<file path="src/design/lhg_pkg.sv">
// Shared types, constants and the exp lookup table for the landmark heatmap generator.
`timescale 1ns / 1ps
package lhg_pkg;

  localparam int MAX_POINTS      = 63;
  localparam int SLOT_W          = 6;
  localparam int COORD_W         = 16;
  localparam int VAL_W           = 16;
  localparam int EXP_TABLE_DEPTH = 1024;
  localparam int IDX_W           = $clog2(EXP_TABLE_DEPTH);
  // t is Q.22 and the table covers t in [0, 16), so index = t >> (26 - IDX_W), rounded
  localparam int K_SHIFT         = 26 - IDX_W;
  localparam int DX_W            = 19;   // cell center minus point, signed Q.4
  localparam int SQ_W            = 36;   // squared distance, Q.8
  localparam int DC_W            = 27;   // squared distance clamped to 2^26
  localparam int T_W             = DC_W + 16;
  localparam int TQ_W            = 26;   // t below 16.0 in Q.22
  localparam int E_W             = 31;   // table entry, Q1.30 up to 1.0
  localparam int DIFF_W          = 27;
  localparam int PROD_W          = DIFF_W + E_W + 1;
  localparam int MAX_W           = 15;

  localparam logic REQ_LOAD = 1'b0;
  localparam logic REQ_CELL = 1'b1;

  localparam logic [1:0] VIS_OCCLUDED = 2'd1;
  localparam logic [1:0] VIS_VISIBLE  = 2'd2;

  localparam logic [2:0] CFG_POINT_COUNT = 3'd0;
  localparam logic [2:0] CFG_DOWNSAMPLE  = 3'd1;
  localparam logic [2:0] CFG_INV_SIGMA   = 3'd2;
  localparam logic [2:0] CFG_MAP_KIND    = 3'd3;

  localparam logic MAP_LAPLACIAN = 1'b0;
  localparam logic MAP_GAUSSIAN  = 1'b1;

  typedef struct packed {
    logic [COORD_W-1:0] x;
    logic [COORD_W-1:0] y;
    logic [1:0]         vis;
  } point_t;

  typedef struct packed {
    logic              valid;
    logic              last;
    logic              ok;
    logic [SLOT_W-1:0] ch;
  } tok_t;

  typedef enum logic [1:0] {
    ST_IDLE,
    ST_SWEEP,
    ST_BG
  } seq_state_t;

  typedef logic [E_W-1:0] exp_tab_t [EXP_TABLE_DEPTH];

  // exp(-16*k/DEPTH) in Q1.30: Taylor sum for one step, then repeated products
  function automatic exp_tab_t build_exp_tab();
    exp_tab_t           tab;
    logic [63:0]        x;
    logic [63:0]        term;
    logic [63:0]        acc;
    logic signed [63:0] sum;
    x    = 64'h4_0000_0000 / EXP_TABLE_DEPTH;
    term = 64'd1 << 30;
    sum  = $signed(term);
    term = ((term * x) >> 30) / 64'd1;  sum = sum - $signed(term);
    term = ((term * x) >> 30) / 64'd2;  sum = sum + $signed(term);
    term = ((term * x) >> 30) / 64'd3;  sum = sum - $signed(term);
    term = ((term * x) >> 30) / 64'd4;  sum = sum + $signed(term);
    term = ((term * x) >> 30) / 64'd5;  sum = sum - $signed(term);
    term = ((term * x) >> 30) / 64'd6;  sum = sum + $signed(term);
    term = ((term * x) >> 30) / 64'd7;  sum = sum - $signed(term);
    term = ((term * x) >> 30) / 64'd8;  sum = sum + $signed(term);
    term = ((term * x) >> 30) / 64'd9;  sum = sum - $signed(term);
    term = ((term * x) >> 30) / 64'd10; sum = sum + $signed(term);
    term = ((term * x) >> 30) / 64'd11; sum = sum - $signed(term);
    term = ((term * x) >> 30) / 64'd12; sum = sum + $signed(term);
    acc    = 64'd1 << 30;
    tab[0] = E_W'(acc);
    for (int k = 1; k < EXP_TABLE_DEPTH; k++) begin
      acc    = (acc * $unsigned(sum) + (64'd1 << 29)) >> 30;
      tab[k] = E_W'(acc);
    end
    return tab;
  endfunction

  localparam exp_tab_t EXP_TAB = build_exp_tab();

endpackage

</file>
<file path="src/design/lhg_cell.sv">
// One point cell of the storage ring: load by slot or take the neighbor's point.
`timescale 1ns / 1ps
module lhg_cell
  import lhg_pkg::*;
(
  input  logic   clk,
  input  logic   wr,
  input  point_t wr_pt,
  input  logic   shift,
  input  point_t nb_pt,
  output point_t pt
);

  point_t pt_r;

  // Load a point or advance the ring by one place
  always_ff @(posedge clk) begin
    if (wr) begin
      pt_r <= wr_pt;
    end else if (shift) begin
      pt_r <= nb_pt;
    end
  end

  assign pt = pt_r;

endmodule

</file>
<file path="config.mk">
export PLATFORM = sky130hd
export DESIGN_NAME = lhg_cell
export DESIGN_NICKNAME = d
export VERILOG_FILES = /design/src/design/lhg_pkg.sv /design/src/design/lhg_cell.sv
export SDC_FILE = /design/constraint.sdc
export NUM_CORES = 1
export LEC_CHECK = 0
export ABC_AREA = 1
export ABC_CLOCK_PERIOD_IN_PS = 1200
export BUFFER_PORTS_ARGS = -buffer_cell sky130_fd_sc_hd__buf_2
export CORE_MARGIN = 8
export CORE_UTILIZATION = 40
export DETAILED_ROUTE_END_ITERATION = 12
export PLACE_DENSITY = 0.78
export RECOVER_POWER = 100
export SLEW_MARGIN = 10
export SYNTH_ARGS = -nofsm -noshare
export SYNTH_HDL_FRONTEND = slang
export SYNTH_SLANG_ARGS = --single-unit
</file>
<file path="constraint.sdc">
create_clock -name clk -period 1.2 [get_ports clk]
set_clock_uncertainty 0.05 [all_clocks]
set_input_delay 0 -clock clk [delete_from_list [all_inputs] [get_ports clk]]
set_output_delay 0 -clock clk [all_outputs]
set_load 0.005 [all_outputs]
</file>
# After elaboration in Yosys (flattened, before gate mapping)
# Index checks and enable logic that the tools add are counted.
# totals
regBits	34
inputBits	71
out_inout_bits	34
wordCells	6
# classes
mux	2
reduce_logical	1
# ops
cell	n
34-bit 2-to-1 mux	2
2-bit nonzero test	1

# Longest topological paths before layout
# Gate-level depths: netlist (run 1).
# logic_depth
word_depth	2
mapped_depth	5
ltp_nobuf	3

# Least setup slack after synthesis (run 1)
# OpenSTA, ideal clock, no wires.
# synth_timing
kind	in2reg
startpoint	in wr
endpoint	reg pt_r, in the netlist pt[0] (enable)
setup_ns	0.376
arrival_time_ns	0.618
t_required_ns	0.774
path_slack_ns	0.156
stages	2
n_path_buf	1
cell_sequence	buf_6 > or2_2
# synth_via
elab_chain_cells	1
# synth_rtl
element	line	rtl
from (decl)	lhg_cell.sv:7	input logic wr,
2-bit nonzero test (no source line)	--	
to (signal assigned)	lhg_cell.sv:19	pt_r <= wr_pt;
to (signal assigned)	lhg_cell.sv:21	pt_r <= nb_pt;
to (decl)	lhg_cell.sv:14	point_t pt_r;
# Every way passes these cells.
# A chain may end at the register's enable or synchronous reset.

# Final worst setup path (run 1)
# layout_timing
startpoint	in wr
endpoint	reg pt_r, in the netlist pt[15] (enable)
# The elaborated chain is that of the path after synthesis.

==> results of run 1 <==
[Yosys cell counts]
cell	instances	area, sq um
nand2_2	10	62.6
buf_8	1	15.0
nand2_1	92	345
inv_8	1	11.3
buf_6	3	33.8
edfxtp_1	34	1020
buf_4	3	22.5
or2_2	1	6.26
[cells by family (layout without fill, tap and decap cells)]
family | after synthesis | count (layout) | synth area share (%)
buf+inv | 8 | 183 | 5.44
flops | 34 | 34 | 67.3
simple gates | 103 | 103 | 27.3
other cells | 0 | 1 | 0
[routing by layer]
layer	track usage, %	vias to the layer above	share of wire [%]
met5	0	-	0
met4	12.6	0	4.6
met3	8.29	24	9.3
met2	36.3	94	55
met1	15.9	736	31
li1	-	813	-
[worst max-delay path, stage by stage]
cell and delay (ns):
buf_2 0.10, or2_2 0.10, buf_2 0.59
[power groups by stage]
stage	Sequential, mW	Clock [mW]	Combinational (mW)
2_1_floorplan	1.54	0	0.150
3_3_place_gp	1.50	0	0.433
3_5_place_dp	1.51	0	0.443
4_1_cts	1.49	0.788	0.612
5_1_grt	1.50	0.856	0.653
6_report	1.49	0.781	0.591
[final timing paths]
kind	start	endpoint	slack, ns	cells after the start
setup / recovery	wr	pt[15]	0.26	3
hold / removal	wr	pt[8]	0.22	4
[cell type report]
cell class | count | area, sq um | area share, %
repair buffers | 175 | 1180 | 42.6
flip-flops and latches | 34 | 1020 | 36.9
multi-input cells | 103 | 414 | 15.0
clock buffers | 7 | 76.3 | 2.76
well taps | 48 | 60.1 | 2.17
inverters | 1 | 11.3 | 0.407
diodes | 1 | 2.50 | 0.0905
[stage by stage]
stage	hold slack [ns]	setup WS [ns]	area, sq um	util (%)	instances
2_1_floorplan	0.123	0.156	1520	-	145
3_3_place_gp	0.215	0.281	2060	56.3	293
3_5_place_dp	0.220	0.263	2060	56.3	293
4_1_cts	0.197	0.335	2820	77.0	368
5_1_grt	0.230	0.192	2760	75.5	369
6_report	0.217	0.256	2760	75.5	369
==> impl_metrics.py, run 1 <==
metrics = {
    "critical_path": {
        "path_max_fanout": 34,
        "critical_path_class": "in -> reg",
        "critPathArrivalTime_ns": 0.80,
        "critPathCaptureType": "flip-flop",
        "worst-endpoint-required_ns": 1.06,
        "start_kind": "input port",
    },
    "die": {
        "die_h_um": 77.6,
        "rows": 22,
        "start_util_pct": 41.5,
        "io_pins": 105,
        "die_w_um": 77.6,
        "core_area_sq_um": 3660,
        "dieArea_sq_um": 6020,
    },
    "global_routing": {
        "grt_pass1_wl_um": 9070,
        "antenna_found_initial": 1,
        "grt_max_degree": 35,
        "grt_pass1_vias": 1868,
        "grt_use_total_pct": 19.4,
        "overflow": 0,
    },
    "clock_network": {
        "cts_root_buf": "clkbuf_8",
        "htree_levels": 2,
        "numCtsBuffers": 5,
        "cts_resized": 0,
        "cts-hold-fix-buffers": 68,
        "clock_path_buffers": 2,
        "cts_sinks": 34,
        "clk_pin_slew_ns": 0.07,
        "post_cts_buffers": 0,
        "cts_tree": "done",
    },
    "sta": {
        "final_hold_viol_count": 0,
        "slew_viol_final": 0,
        "rsz0062_at_grt": "false",
        "finalCritPeriodShare_pct": 78.7,
        "timing.final.crit_period_ns": 0.944,
        "final-setup-viol-count": 0,
        "max-slew-margin-rel_pct": 50.0,
        "setup_tns_ns": 0,
        "fmax_mhz": 1060,
        "worst_pin_slew_ns": 0.749,
    },
    "routing": {
        "routedWlPerCell_um": 15.8,
        "drcViolationCount": 0,
        "detail-route-antenna-nets": 0,
        "dr.pass1.iters": 4,
        "drt_iter0_drc": 109,
        "wl_um": 5820,
        "vias": 1667,
        "viasPerCell": 4.52,
    },
    "power": {
        "p_total_mw": 2.87,
        "p_leak_nw": 1.31,
        "p_int_mw": 2.18,
        "power.density_nw_per_um2": 1040,
        "sw_frac_of_total_pct": 23.8,
        "p_switching_uw": 683,
        "ir_drop_mv": 0.649,
        "share_comb_of_total_power_pct": 20.6,
        "seq_power_share_pct": 52.1,
        "power_frac_clock_pct": 27.3,
    },
    "logic_synthesis": {
        "syn_avg_cell_area_sq_um": 10.5,
        "seq_area_frac_synth_pct": 67.3,
        "synth_cell_types": 8,
        "synth_seq_cells": 34,
        "yosysWarnings": 0,
        "syn-num-nets": 216,
        "syn-instance-count": 145,
        "netlist_area_sq_um": 1520,
    },
    "worst_hold_path": {
        "min_path_type": "in -> reg",
    },
    "finish": {
        "drive_above_1_share_pct": 28.1,
        "nNetsFinal": 391,
        "synthToLayoutAreaGrowth_pct": 82.1,
        "fillers": 263,
        "largest_register_ffs": 34,
        "final_common_cell": "nand2_1",
        "final_cell_mix": "nand2_1, buf_2, dlygate4sd3_1",
    },
    "place": {
        "dp_hpwl_um": 3090,
        "routabilityCongestion": 0.706,
        "portBuffers": 104,
    },
    "run": {
        "drv_cap": 0,
    },
    "run_status": {
        "status": "finished clean",
    },
}
(Power assumes the default switching activity.)
==> inputs of run 2 (changes only) <==
ABC_CLOCK_PERIOD_IN_PS = 1000   (was 1200)
clock period = 1 ns   (was 1.2 ns; I/O delays follow)
==> run 2 against run 1 <==
Effect of this change: largest cell class unchanged; largest power group unchanged; clock power is 20% higher; final area is 0.77% lower; hold slack better by 0.17 ns; sequential share of layout area is 0.29 points higher; first-iteration DRC count is 23% lower; combinational power is 17% higher; final cell count is 0.27% lower.
==> impl_metrics.py, run 2 (synthesis results as in run 1) <==
metrics = {
    "routing": {
        "detail-route-antenna-nets": 0,
        "dr.pass1.iters": 4,
        "wl_um": 5440,
        "routedWlPerCell_um": 14.8,
        "viasPerCell": 4.42,
        "vias": 1627,
        "drcViolationCount": 0,
        "drt_iter0_drc": 84,
    },
    "clock_network": {
        "cts_root_buf": "clkbuf_8",
        "clock_path_buffers": 2,
        "cts-hold-fix-buffers": 68,
        "cts_sinks": 34,
        "cts_resized": 0,
        "clk_pin_slew_ns": 0.07,
        "numCtsBuffers": 5,
        "htree_levels": 2,
        "post_cts_buffers": 0,
        "cts_tree": "done",
    },
    "power": {
        "power.density_nw_per_um2": 1250,
        "p_leak_nw": 1.31,
        "ir_drop_mv": 0.918,
        "p_total_mw": 3.42,
    },
    "finish": {
        "fillers": 280,
        "finalInstanceArea_sq_um": 2740,
        "nNetsFinal": 389,
        "drive_above_1_share_pct": 26.3,
        "final_common_cell": "nand2_1",
        "synthToLayoutAreaGrowth_pct": 80.7,
        "largest_register_ffs": 34,
        "final_cell_mix": "nand2_1, buf_2, dlygate4sd3_1",
    },
    "place": {
        "portBuffers": 104,
        "routabilityCongestion": 0.725,
        "place_area_sq_um": 2040,
    },
    "global_routing": {
        "grt_max_degree": 36,
        "antenna_found_initial": 1,
        "grt_pass1_vias": 1781,
        "overflow": 0,
        "grt_pass1_wl_um": 8740,
        "grt_use_total_pct": 18.4,
    },
    "sta": {
        "worst_pin_slew_ns": 0.469,
        "final-setup-viol-count": 0,
        "finalCritPeriodShare_pct": 85.9,
        "rsz0062_at_grt": "false",
        "timing.final.crit_period_ns": 0.859,
        "slew_viol_final": 0,
        "final_hold_viol_count": 0,
        "fmax_mhz": 1160,
        "max-slew-margin-rel_pct": 68.7,
        "setup_tns_ns": 0,
    },
    "run_status": {
        "status": "finished clean",
    },
    "die": {
        "io_pins": 105,
        "die_w_um": 77.6,
        "dieArea_sq_um": 6020,
        "core_area_sq_um": 3660,
        "die_h_um": 77.6,
        "rows": 22,
        "start_util_pct": 41.5,
    },
    "worst_hold_path": {
        "holdPathStages": 2,
        "min_path_type": "in -> reg",
        "hold_end": "pt[7]",
        "worstHoldStart": "shift",
    },
    "run": {
        "drv_cap": 0,
    },
    "critical_path": {
        "critPathArrivalTime_ns": 0.85,
        "worst-endpoint-required_ns": 0.99,
        "start_kind": "input port",
        "critPathCaptureType": "flip-flop",
        "critPathLaunch": "wr",
        "critical_path_class": "in -> reg",
        "path_max_fanout": 35,
    },
}
run 2: cell types whose count changed in the layout (fill, tap and decap cells not counted), sizes merged:
cell and delta:
clkbuf -3, clkinv +2
run 2: area by class of cell:
| cell class | count | area (sq um) | area share, % |
|---|---|---|---|
| Inverter | 1 | 11.3 | 0.411 |
| Antenna cell | 1 | 2.50 | 0.0912 |
| Clock inverter | 2 | 8.76 | 0.319 |
| Timing Repair Buffer | 173 | 1170 | 42.7 |
| Multi-Input combinational cell | 103 | 397 | 14.5 |
| Clock buffer | 6 | 72.6 | 2.65 |
| Sequential cell | 34 | 1020 | 37.2 |
| Tap cell | 48 | 60.1 | 2.19 |
run 2: worst max path at each step:
stage / end / slack, ns / cells after the start
2_1_floorplan: pt[0] / 0.14 / 2
3_3_place_gp: pt[18] / -0.05 / 5
3_5_place_dp: pt[33] / -0.08 / 5
4_1_cts: pt[7] / 0.12 / 1
5_1_grt: pt[27] / 0.09 / 5
6_report: pt[5] / 0.14 / 5
run 2: metrics by stage:
stage | hold WS [ns] | instances | setup slack, ns | util [%]
2_1_floorplan | 0.123 | 145 | 0.138 | -
3_3_place_gp | 0.214 | 291 | -0.0457 | 55.6
3_5_place_dp | 0.218 | 291 | -0.0760 | 55.6
4_1_cts | 0.319 | 367 | 0.124 | 76.5
5_1_grt | 0.393 | 368 | 0.0939 | 74.9
6_report | 0.385 | 368 | 0.141 | 74.9
run 2: worst max-delay path, stage by stage:
cell	delay, ns
buf_2	0.09
clkbuf_4	0.39
inv_8	0.17
nand2_1	0.12
nand2_1	0.06
run 2: metal layers:
metal  vias up  global-route usage (%)  share of wire (%)  wire length, um
li1        810                       -                  -                -
met1       718                    15.5                 33             1770
met2        87                    35.7                 56             3030
met3        12                    8.29                8.9              486
met4         0                    7.55                2.7              147
met5         -                       0                  0                0
run 2: report_power, final:
part | leakage, nW | switching, mW | internal [mW]
Clock | 0.0426 | 0.459 | 0.478
Sequential | 0.350 | 0.0400 | 1.75
Combinational | 0.922 | 0.306 | 0.384
==> inputs of run 3 (changes only) <==
RECOVER_POWER = default   (was 100)
==> run 3 against run 2 <==
Effect of this change: global-route usage unchanged; die area is the same; total power up 1.3%; fmax decreased by 2.0%; sequential cell count unchanged; final area is 2.1% higher; clock power increased by 0.6%; largest cell class unchanged; highest routed layer unchanged.
==> impl_metrics.py, run 3 (synthesis results as in run 1) <==
metrics = {
    "critical_path": {
        "critical_path_class": "reg -> out",
        "critPathArrivalTime_ns": 0.83,
        "path_buf_inv": 1,
        "path_max_fanout": 1,
        "critPathCaptureType": "output port",
        "crit_family": "flip-flops",
        "slowest_stage": "edfxtp_1",
        "cp_cell_sequence": "buf_2",
        "max_stage_delay_ns": 0.40,
        "worst-endpoint-required_ns": 0.95,
        "start_kind": "flip-flop",
    },
    "run": {
        "drv_cap": 0,
    },
    "place": {
        "portBuffers": 104,
        "placed_cells_incl_taps": 291,
        "routabilityCongestion": 0.725,
    },
    "global_routing": {
        "grt_use_total_pct": 18.4,
        "grt_max_degree": 36,
        "grt_pass1_wl_um": 8740,
        "antenna_found_initial": 1,
        "overflow": 0,
        "grt_pass1_vias": 1781,
    },
    "worst_hold_path": {
        "worstHoldStart": "wr",
        "hold_end": "pt[27]",
        "min_path_type": "in -> reg",
        "holdPathStages": 4,
    },
    "power": {
        "p_total_mw": 3.46,
        "p_leak_nw": 1.41,
        "ir_drop_mv": 0.918,
        "power.density_nw_per_um2": 1240,
    },
    "finish": {
        "largest_register_ffs": 34,
        "synthToLayoutAreaGrowth_pct": 84.6,
        "drive_above_1_share_pct": 38.6,
        "final_cell_mix": "buf_2, nand2_1, dlygate4sd3_1",
        "instances_no_fill": 368,
        "final_common_cell": "buf_2",
        "nNetsFinal": 389,
        "utilization_pct": 76.5,
    },
    "sta": {
        "fin_hold_ws_ns": 0.337,
        "worst_pin_slew_ns": 0.465,
        "fmax_mhz": 1140,
        "final_hold_viol_count": 0,
        "slew_viol_final": 0,
        "finalCritPeriodShare_pct": 87.7,
        "rsz0062_at_grt": "false",
        "final-setup-viol-count": 0,
        "timing.final.crit_period_ns": 0.877,
        "max-slew-margin-rel_pct": 69.0,
    },
    "clock_network": {
        "clk_pin_slew_ns": 0.07,
        "htree_levels": 2,
        "cts_root_buf": "clkbuf_8",
        "clock_path_buffers": 2,
        "post_cts_buffers": 0,
        "cts_tree": "done",
        "cts_sinks": 34,
        "numCtsBuffers": 5,
    },
    "routing": {
        "vias": 1624,
        "dr.pass1.iters": 4,
        "wl_um": 5430,
        "detail-route-antenna-nets": 0,
        "drcViolationCount": 0,
        "drt_iter0_drc": 90,
        "viasPerCell": 4.41,
        "routedWlPerCell_um": 14.8,
    },
    "die": {
        "dieArea_sq_um": 6020,
        "core_area_sq_um": 3660,
        "start_util_pct": 41.5,
        "die_w_um": 77.6,
        "rows": 22,
        "die_h_um": 77.6,
        "io_pins": 105,
    },
    "run_status": {
        "status": "finished clean",
    },
}
-- run 3: changes by cell type in the layout (fill, tap and decap cells not counted) --
cell,delta
buf_2,+31
clkbuf_1,-31
nand2_1,-8
nand2_2,+8
buf_4,+1
clkbuf_4,-1
-- run 3: final cells by class --
class,instances,area (sq um)
antenna,1,2.50
clock buffer,6,72.6
clock inverter,2,8.76
fill,255,860
inverter,1,11.3
multi-input combinational,103,417
sequential,34,1020
tap,48,60.1
timing repair buffer,173,1210
-- run 3: repair_timing --
item	in CTS	in global routing
gates resized for setup	0	0
hold endpoints to repair	34	0
hold buffers	68	0
-- run 3: per-stage QoR --
| stage | setup slack, ns | TNS, ns | instance area, sq um |
|---|---|---|---|
| 6_report | 0.123 | 0 | 2800 |
| 5_1_grt | 0.111 | 0 | 2800 |
| 4_1_cts | 0.124 | 0 | 2800 |
| 3_5_place_dp | -0.0760 | -2.09 | 2040 |
| 3_3_place_gp | -0.0457 | -1.37 | 2040 |
| 2_1_floorplan | 0.138 | 0 | 1520 |
-- run 3: worst max-delay path by stage --
| stage | start | to | slack [ns] | cells past startpoint |
|---|---|---|---|---|
| floorplan | wr | pt[0] | 0.14 | 2 |
| global placement | wr | pt[18] | -0.05 | 5 |
| detailed placement | wr | pt[33] | -0.08 | 5 |
| CTS | pt[7] | pt[7] | 0.12 | 1 |
| global route | pt[3] | pt[3] | 0.11 | 1 |
| finish | pt[3] | pt[3] | 0.12 | 1 |
-- run 3: metal layers --
layer  part of all wire, %  wire [um]  vias to the layer above  global-route usage [%]
met5                     0          0                        -                       0
met4                   2.3        127                        0                    7.55
met3                   8.8        476                       10                    8.29
met2                    57       3080                       79                    35.7
met1                    32       1750                      725                    15.5
li1                      -          -                      810                       -
-- run 3: power by group --
| group | internal [mW] | leakage [nW] | total [mW] | switching, mW |
|---|---|---|---|---|
| sequential | 1.75 | 0.350 | 1.79 | 0.0360 |
| combinational | 0.423 | 1.01 | 0.732 | 0.309 |
| clock | 0.478 | 0.0426 | 0.943 | 0.465 |
| total | 2.65 | 1.41 | 3.46 | 0.810 |
